### src/hdl/trtp_pkg.sv
// shared types and constants for the timed release task picker
// no dependencies
`timescale 1ns / 1ps
package trtp_pkg;
    localparam int DEF_TABLE_DEPTH = 16;
    localparam logic [15:0] NEAR_WINDOW_RST = 16'd100;
    localparam int REL_W = 49;
    localparam int TAG_W = 16;
    localparam int NOW_W = 48;
    localparam int ENT_W = REL_W + TAG_W;

    localparam logic [1:0] ST_OK    = 2'd0;
    localparam logic [1:0] ST_NONE  = 2'd1;
    localparam logic [1:0] ST_EMPTY = 2'd2;
    localparam logic [1:0] ST_FULL  = 2'd3;

    localparam logic MODE_INSERT = 1'b0;
    localparam logic MODE_PICK   = 1'b1;

    localparam logic [0:0] REG_FIFO_MODE   = 1'd0;
    localparam logic [0:0] REG_NEAR_WINDOW = 1'd1;

    // pick scan stage: which rule currently holds the best candidate
    localparam logic [1:0] CAT_NONE = 2'd0;
    localparam logic [1:0] CAT_NEAR = 2'd1;
    localparam logic [1:0] CAT_OVER = 2'd2;
    localparam logic [1:0] CAT_IMM  = 2'd3;
endpackage

### src/hdl/trtp_table.sv
// task table memory: one synchronous port set, registered read data
// depends on trtp_pkg
`timescale 1ns / 1ps
module trtp_table
    import trtp_pkg::*;
#(
    parameter int DEPTH = DEF_TABLE_DEPTH,
    localparam int AW = (DEPTH > 1) ? $clog2(DEPTH) : 1
) (
    input  logic             i_clk,
    input  logic             i_we,
    input  logic [AW-1:0]    i_waddr,
    input  logic [ENT_W-1:0] i_wdata,
    input  logic [AW-1:0]    i_raddr,
    output logic [ENT_W-1:0] o_rdata
);
    logic [ENT_W-1:0] r_mem [DEPTH];

    // write port
    always_ff @(posedge i_clk) begin
        if (i_we) begin
            r_mem[i_waddr] <= i_wdata;
        end
    end

    // read port, registered read data
    always_ff @(posedge i_clk) begin
        o_rdata <= r_mem[i_raddr];
    end
endmodule

### src/hdl/timed_release_task_picker_top.sv
// timed release task picker top: sequencer, apb registers and output register
// depends on trtp_pkg and trtp_table
// insert, empty and full answers: the request goes through S_OUT, which sets the result valid.
// pick: one memory read per scanned entry (the scan stops at an immediate entry or at
// once in fifo mode), then one read plus one write per moved entry. one request at a
// time: the next one is accepted only in idle, when no result is pending or it is being taken
// synchronous active-low reset clears count and control and sets the apb registers to defaults;
// table memory content is not cleared and only entries below the entry count are used
`timescale 1ns / 1ps
module timed_release_task_picker_top
    import trtp_pkg::*;
#(
    parameter int TABLE_DEPTH = DEF_TABLE_DEPTH,
    localparam int AW = (TABLE_DEPTH > 1) ? $clog2(TABLE_DEPTH) : 1,
    localparam int CW = $clog2(TABLE_DEPTH + 1)
) (
    input  logic                     i_clk,
    input  logic                     i_rst_n,
    input  logic                     i_valid,
    output logic                     o_ready,
    input  logic                     i_mode,
    input  logic [TAG_W-1:0]         i_task_tag,
    input  logic signed [REL_W-1:0]  i_release_time,
    input  logic [NOW_W-1:0]         i_now_time,
    output logic                     o_valid,
    input  logic                     i_ready,
    output logic [1:0]               o_status,
    output logic [TAG_W-1:0]         o_picked_tag,
    output logic signed [REL_W-1:0]  o_picked_release,
    input  logic                     psel,
    input  logic                     penable,
    input  logic                     pwrite,
    input  logic [2:0]               paddr,
    input  logic [31:0]              pwdata,
    output logic [31:0]              prdata,
    output logic                     pready
);
    typedef enum logic [5:0] {
        S_IDLE  = 6'b000001,
        S_SCAN  = 6'b000010,
        S_TAKE  = 6'b000100,
        S_MRD   = 6'b001000,
        S_MWR   = 6'b010000,
        S_OUT   = 6'b100000
    } t_state;

    t_state r_state, n_state;
    logic [CW-1:0] r_count, n_count;
    logic r_fifo;
    logic [15:0] r_win;
    logic [NOW_W-1:0] r_now;
    logic [CW-1:0] r_idx, n_idx;      // address issued
    logic [CW-1:0] r_didx, n_didx;    // index of data arriving
    logic r_dv, n_dv;
    logic [1:0] r_cat, n_cat;
    logic [AW-1:0] r_best, n_best;
    logic [REL_W-1:0] r_gap, n_gap;
    logic [ENT_W-1:0] r_bent, n_bent;
    logic r_ovalid, n_ovalid;
    logic [1:0] r_ost, n_ost;
    logic [ENT_W-1:0] r_oent, n_oent;

    logic we;
    logic [AW-1:0] waddr, raddr;
    logic [ENT_W-1:0] wdata, rdata;

    trtp_table #(.DEPTH(TABLE_DEPTH)) u_table (
        .i_clk(i_clk), .i_we(we), .i_waddr(waddr), .i_wdata(wdata),
        .i_raddr(raddr), .o_rdata(rdata)
    );

    // apb registers
    assign pready = 1'b1;
    logic [0:0] reg_idx;
    assign reg_idx = paddr[2];
    always_ff @(posedge i_clk) begin
        if (!i_rst_n) begin
            r_fifo <= 1'b0;
            r_win  <= NEAR_WINDOW_RST;
        end else if (psel && penable && pwrite) begin
            unique case (reg_idx)
                REG_FIFO_MODE:   r_fifo <= pwdata[0];
                REG_NEAR_WINDOW: r_win  <= pwdata[15:0];
                default: ;
            endcase
        end
    end
    always_comb begin
        prdata = '0;
        unique case (reg_idx)
            REG_FIFO_MODE:   prdata = {31'd0, r_fifo};
            REG_NEAR_WINDOW: prdata = {16'd0, r_win};
            default: ;
        endcase
    end

    // candidate evaluation of the entry read back during the scan
    logic signed [REL_W-1:0] e_rel;
    logic signed [REL_W+1:0] e_now, e_diff;
    logic [1:0] e_cat;
    logic [REL_W-1:0] e_gap;
    logic e_better;
    assign e_rel  = rdata[ENT_W-1:TAG_W];
    assign e_now  = $signed({3'b000, r_now});
    assign e_diff = e_now - $signed({{2{e_rel[REL_W-1]}}, e_rel});
    always_comb begin
        e_cat = CAT_NONE;
        e_gap = '0;
        if (e_rel == -49'sd1) begin
            e_cat = CAT_IMM;
        end else if (!e_diff[REL_W+1]) begin
            e_cat = CAT_OVER;
            e_gap = e_diff[REL_W-1:0];
        end else if (-e_diff <= $signed({35'd0, r_win})) begin
            e_cat = CAT_NEAR;
            e_gap = REL_W'(-e_diff);
        end
        e_better = 1'b0;
        if (e_cat > r_cat) begin
            e_better = 1'b1;
        end else if (e_cat == r_cat) begin
            case (e_cat)
                CAT_OVER: e_better = e_gap > r_gap;
                CAT_NEAR: e_better = e_gap < r_gap;
                default:  e_better = 1'b0;
            endcase
        end
    end

    // sequencer
    always_comb begin
        n_state = r_state; n_count = r_count; n_idx = r_idx; n_didx = r_didx;
        n_dv = 1'b0; n_cat = r_cat; n_best = r_best; n_gap = r_gap;
        n_bent = r_bent; n_ovalid = r_ovalid; n_ost = r_ost; n_oent = r_oent;
        we = 1'b0; waddr = r_idx[AW-1:0]; wdata = rdata; raddr = r_idx[AW-1:0];
        o_ready = 1'b0;
        if (r_ovalid && i_ready) n_ovalid = 1'b0;
        unique case (r_state)
            S_IDLE: begin
                o_ready = !r_ovalid || i_ready;
                if (i_valid && o_ready) begin
                    n_oent = '0;
                    if (i_mode == MODE_INSERT) begin
                        if (r_count == CW'(TABLE_DEPTH)) begin
                            n_ost = ST_FULL;
                        end else begin
                            we = 1'b1;
                            waddr = r_count[AW-1:0];
                            wdata = {i_release_time, i_task_tag};
                            n_count = r_count + 1'b1;
                            n_ost = ST_OK;
                        end
                        n_state = S_OUT;
                    end else if (r_count == '0) begin
                        n_ost = ST_EMPTY;
                        n_state = S_OUT;
                    end else begin
                        raddr = '0;
                        n_idx = CW'(1);
                        n_didx = '0;
                        n_dv = 1'b1;
                        n_cat = CAT_NONE;
                        n_gap = '0;
                        n_state = S_SCAN;
                    end
                end
            end
            S_SCAN: begin
                // stream reads, evaluate each returned entry
                raddr = r_idx[AW-1:0];
                if (r_dv) begin
                    if (r_fifo || e_better) begin
                        n_cat = r_fifo ? CAT_IMM : e_cat;
                        n_best = r_didx[AW-1:0];
                        n_gap = e_gap;
                        n_bent = rdata;
                    end
                    if (r_fifo || (!r_fifo && e_cat == CAT_IMM)
                        || r_didx + 1'b1 == r_count) begin
                        n_state = S_TAKE;
                    end else begin
                        n_idx = r_idx + 1'b1;
                        n_didx = r_didx + 1'b1;
                        n_dv = 1'b1;
                    end
                end
            end
            S_TAKE: begin
                if (r_cat == CAT_NONE) begin
                    n_ost = ST_NONE;
                    n_oent = '0;
                    n_state = S_OUT;
                end else begin
                    n_ost = ST_OK;
                    n_oent = r_bent;
                    n_idx = CW'(r_best) + 1'b1;
                    n_state = (CW'(r_best) + 1'b1 < r_count) ? S_MRD : S_MWR;
                    if (!(CW'(r_best) + 1'b1 < r_count)) begin
                        n_count = r_count - 1'b1;
                        n_state = S_OUT;
                    end
                end
            end
            S_MRD: begin
                // compaction: read entry idx, then write it to idx-1
                raddr = r_idx[AW-1:0];
                n_state = S_MWR;
            end
            S_MWR: begin
                we = 1'b1;
                waddr = AW'(r_idx - 1'b1);
                wdata = rdata;
                if (r_idx + 1'b1 < r_count) begin
                    n_idx = r_idx + 1'b1;
                    n_state = S_MRD;
                end else begin
                    n_count = r_count - 1'b1;
                    n_state = S_OUT;
                end
            end
            S_OUT: begin
                n_ovalid = 1'b1;
                n_state = S_IDLE;
            end
            default: n_state = S_IDLE;
        endcase
    end

    // capture now for the pick
    always_ff @(posedge i_clk) begin
        if (r_state == S_IDLE) r_now <= i_now_time;
    end

    always_ff @(posedge i_clk) begin
        if (!i_rst_n) begin
            r_state <= S_IDLE; r_count <= '0; r_ovalid <= 1'b0; r_dv <= 1'b0;
            r_cat <= CAT_NONE;
        end else begin
            r_state <= n_state; r_count <= n_count; r_ovalid <= n_ovalid;
            r_dv <= n_dv; r_cat <= n_cat;
        end
    end

    always_ff @(posedge i_clk) begin
        r_idx <= n_idx; r_didx <= n_didx; r_best <= n_best; r_gap <= n_gap;
        r_bent <= n_bent; r_ost <= n_ost; r_oent <= n_oent;
    end

    assign o_valid          = r_ovalid;
    assign o_status         = r_ost;
    assign o_picked_tag     = r_oent[TAG_W-1:0];
    assign o_picked_release = r_oent[ENT_W-1:TAG_W];
endmodule

### config.mk
export PLATFORM = sky130hd
export DESIGN_NAME = timed_release_task_picker_top
export DESIGN_NICKNAME = d
export VERILOG_FILES = /design/src/hdl/trtp_pkg.sv /design/src/hdl/trtp_table.sv /design/src/hdl/timed_release_task_picker_top.sv
export SDC_FILE = /design/constraint.sdc
export NUM_CORES = 2
export LEC_CHECK = 0
export BUFFER_PORTS_ARGS = -buffer_cell sky130_fd_sc_hd__buf_4
export CORE_UTILIZATION = 40
export CTS_BUF_LIST = sky130_fd_sc_hd__clkbuf_16
export DETAILED_ROUTE_END_ITERATION = 7
export GPL_TIMING_DRIVEN = 0
export HOLD_SLACK_MARGIN = 0.03
export SYNTH_ARGS = -nofsm -noshare
export SYNTH_HDL_FRONTEND = slang
export SYNTH_HIERARCHICAL = 1
export SYNTH_SLANG_ARGS = --single-unit
### constraint.sdc
create_clock -name i_clk -period 13.9 [get_ports i_clk]
set_clock_uncertainty 0.2 [all_clocks]
set_input_delay 0.695 -clock i_clk [delete_from_list [all_inputs] [get_ports i_clk]]
set_output_delay 0.695 -clock i_clk [all_outputs]
set_load 0.03 [all_outputs]
==> metrics.log <==
[metrics] outcome: complete, but fails checks
[metrics] violated checks: max-capacitance violations, max-slew violations
[metrics] total via count in the routed design: roughly 34k
[metrics] Layout Nets: 4473
[metrics] mux contribution to synthesized area: 0.103
[metrics] Final Hold Violating Endpoints: 0
[metrics] area fraction in compound gates after synthesis: 0.0665
[metrics] Worst Hold Slack: about 0.097 ns
[metrics] Min Clock Period, post-route: approximately 12 ns
[metrics] post-placement worst setup slack: 2.43 ns
[metrics] number of nets with antenna violations after detailed routing: 0
[metrics] launch point of the worst hold path: i_mode
[metrics] destination of the worst hold path: o_status[0]
[metrics] fin worst setup slack: 2.35 ns
[metrics] Critical Path Fanout Max: 38
[metrics] DRC errors left: 0
[metrics] Final Cycle Share: 0.831
[metrics] combined area of all synthesized cells: 58300 um2
[metrics] gpl congestion: between 0.8 and 0.9
[metrics] routed length per instance: roughly 26 um
[metrics] asr flop ratio synth: 0
[metrics] Peak supply drop: 0.119 mV
[metrics] Worst EP required: 14.12 ns
[metrics] FP Rows: 139
[metrics] unrepaired setup endpoints after global routing: false
[metrics] Yosys reg bits: roughly 1.4k
[metrics] Hold/Removal Path Class: in2reg
[metrics] number of buffer and inverter stages on the critical path: 3
[metrics] xor and xnor fraction of the mapped netlist area: 0.0108
[metrics] Worst setup SP type: flip-flop
[metrics] adder and majority gate portion of the synthesized area: 0.0294
[metrics] Unique masters post-synth: 90
[metrics] count of routing violations after the opening detailed-route iteration: 3315
[metrics] multi-input combinational cell area: between 15000 and 20000 um2
[metrics] critical path's largest stage delay: 1.05 ns
[metrics] port bufs: about 220
[metrics] Leak: roughly 24 nW
[metrics] endpoint of the worst register-to-register path: r_bent[10]
[metrics] fraction of the mapped netlist area in simple logic gates: 0.0716
[metrics] max-cap violations: 1
[metrics] CP dominant cell by count: a21oi_1
[metrics] via count of the first global-routing pass: 34.2k
[metrics] Critical Path AT: 11.77 ns
[metrics] main combinational cell family by area after synthesis: multiplexers
[metrics] Final Util: 0.480
[metrics] Yosys warning count: 6
[metrics] CTS Root Cell: clkbuf_16
[metrics] number of setup violations in the final report: 0
[metrics] HPWL after detailed placement: 114000 um
[metrics] maximum number of buffers from clock root to sink: 3
[metrics] origin of the critical flop-to-flop path: u_table/o_rdata[16]
[metrics] initial antenna violation count: 3
[metrics] leading cell types in the layout, fill and taps excluded: 1283 x edfxtp_1, 334 x nand2_1, 261 x buf_4
[metrics] number of detailed-routing iterations run before antenna repair: 5
[metrics] Relative slew margins: -0.0538
[metrics] Die Footprint: 147000 um2
[metrics] Most used DFF post-synth: edfxtp_1
[metrics] initial cell density of the core: 0.405
[metrics] cell count after synthesis: about 3.6k
[metrics] Tightest Pin Transition: 1.57 ns
[metrics] ratio of cells with drive above 1 in the final layout: 0.207
[metrics] post-synthesis area per instance: roughly 16 um2
[metrics] worst-path cell with the longest stage delay: dfxtp_1
[metrics] global-route wire length before repair: 232000 um
[metrics] global route overflow: 0
[metrics] worst-skew pair later-pin latency: 0.77 ns
[metrics] die width: about 380 um
[metrics] per-cell via count in the routed design: 5.54
[metrics] most common cell after layout, fill and taps aside: edfxtp_1
[metrics] fill cell count: about 12k
[metrics] final-report max-slew violation count: 2
[metrics] number of buffers added for setup after CTS: 0
[metrics] clock transition time at the flip-flop clock pins of the worst setup and hold paths: 0.06 ns
[metrics] CTS tree: done
[metrics] overall global routing resource usage: 0.219
[metrics] sum of routed wire length over all layers: 162000 um
[metrics] family of cells with the greatest summed delay on the critical path: simple AND/OR/NAND/NOR gates
[metrics] reg-to-reg setup timing slack: 2.35 ns
[metrics] depth of the most critical reg-to-reg path: 36
[metrics] Sequential Area: 40500 um2
[metrics] CTS buffer count: 145
[metrics] sequential fraction of the synthesis area: 0.694
[metrics] clock sinks: approximately 1.4k
[metrics] Hold Crit Depth: 2
[metrics] largest net degree at the start of global routing: 42
[metrics] start-to-end type of the worst setup path: reg2reg
[metrics] H-tree level count: 4
[metrics] Pwr per Cell Area: 233 nW/um2
[metrics] height of the chip: 384 um
[metrics] post-synthesis to final-layout area growth: 18.7%
[metrics] category of the worst setup path capture point: flip-flop
[metrics] Highest Clock Rate: 0.0866 GHz
[metrics] core outline area: around 140000 um2
[metrics] I/O pin count: between 200 and 300
[metrics] number of synthesized flops with an enable pin: 1283
area by class of cell:
class                      instances  share of cell area
clock inverter                   120              0.0128
antenna                            4            0.000145
tap                             1903              0.0344
clock buffer                     147              0.0531
inverter                         148             0.00802
buffer                           176              0.0133
multi-input combinational       1950               0.239
sequential                      1380               0.584
timing repair buffer             380              0.0542
worst reg2reg max path, delay by kind of cell, from the launching register on:
family / cells / cell delay (ns)
buf+inv: 3 / 0.60
flops: 1 / 1.05
xor+xnor: 1 / 0.27
fa+ha+maj: 4 / 1.41
simple gates: 11 / 4.17
compound gates: 17 / 3.43
worst max-delay path by stage:
stage | start | to | slack [ns] | cells after the start
finish | u_table/o_rdata[16] | r_bent[10] | 2.35 | 36
global route | u_table/o_rdata[16] | r_bent[9] | 1.89 | 35
CTS | u_table/o_rdata[16] | r_bent[9] | 2.39 | 36
detailed placement | u_table/o_rdata[16] | r_bent[2] | 2.43 | 36
global placement | r_state[5] | u_table/r_mem[12][2] | -9.03 | 9
floorplan | r_state[1] | u_table/r_mem[4][0] | 2.45 | 10
timing repair:
action,in CTS,in global routing
resized for setup,0,0
hold buffers,65,0
hold endpoints to repair,66,0
logic make-up (layout without fill, tap and decap cells):
group	count (synthesis)	count (layout)
xor+xnor	72	72
fa+ha+maj	136	136
simple gates	873	873
buf+inv	324	971
mux	272	272
other cells	2	21
compound gates	580	580
flops	1380	1380
stage by stage:
stage / total power, mW / area [um2] / setup TNS (ns) / instances
after detailed placement: 12.5 / 64000 / 0 / 5872
after global placement: 12.3 / 62400 / -5922.05 / 5779
after floorplan: 10.2 / 58400 / 0 / 3654
after CTS: 16.2 / 69200 / 0 / 6204
after global routing: 17.0 / 69200 / 0 / 6204
final: 16.1 / 69200 / 0 / 6208
state kept, by name (all words and copies together) (netlist names):
register	flops
r_win	16
r_now	48
r_fifo	1
r_state	6
r_count	5
o_status	2
r_dv	1
o_valid	1
r_idx	5
r_bent	65
r_gap	49
u_table/r_mem	1040
r_oent	65
r_best	4
r_didx	5
u_table/o_rdata	65
r_cat	2
cells in the mapped netlist (7+ instances only):
cell type     n  area [um2]
o21a_1       17         128
buf_2        25         125
o211ai_1     15         113
o21ai_0     121         606
nor4_1       21         131
a211o_1       7        61.3
nand2_1     335        1260
or2_2        13        81.3
xor2_1       25         219
a22oi_1     133         998
a31oi_1      16         100
and3_1       13        81.3
nand3_1      35         175
a211oi_1      9        67.6
a21oi_1     106         531
a21boi_0     25         188
edfxtp_1   1283       38500
buf_6        15         169
nor3_1       43         215
and4_1        7        61.3
mux2i_1       9        90.1
buf_4        24         180
nand2b_1     14        87.6
nand4_1      57         357
and2_1       83         519
dfxtp_1      97        1940
a21o_1       51         383
xnor2_1      47         412
clkbuf_1    105         394
or3_1         8        50.1
inv_1       147         552
mux4_2      260        5860
a22o_1        8        70.1
ha_1        134        1680
nor2_1      189         709
nor2b_1      19         119
report_power, final:
| part | switching (mW) | total (mW) | internal, mW | leakage (nW) |
|---|---|---|---|---|
| clock | 1.64 | 3.71 | 2.07 | 2.41 |
| sequential | 0.259 | 5.82 | 5.56 | 12.5 |
| combinational | 4.37 | 6.62 | 2.25 | 9.57 |
| total | 6.26 | 16.1 | 9.88 | 24.5 |
routing by layer:
metal  vias up  wire length, um  global-route usage
met5         -                0                   0
met4         0             5080              0.0707
met3       230             9250              0.0310
met2      1227            80400               0.371
met1     17600            67300               0.289
li1      15300                -                   -
Note: power is estimated with default switching activity, not from simulation.
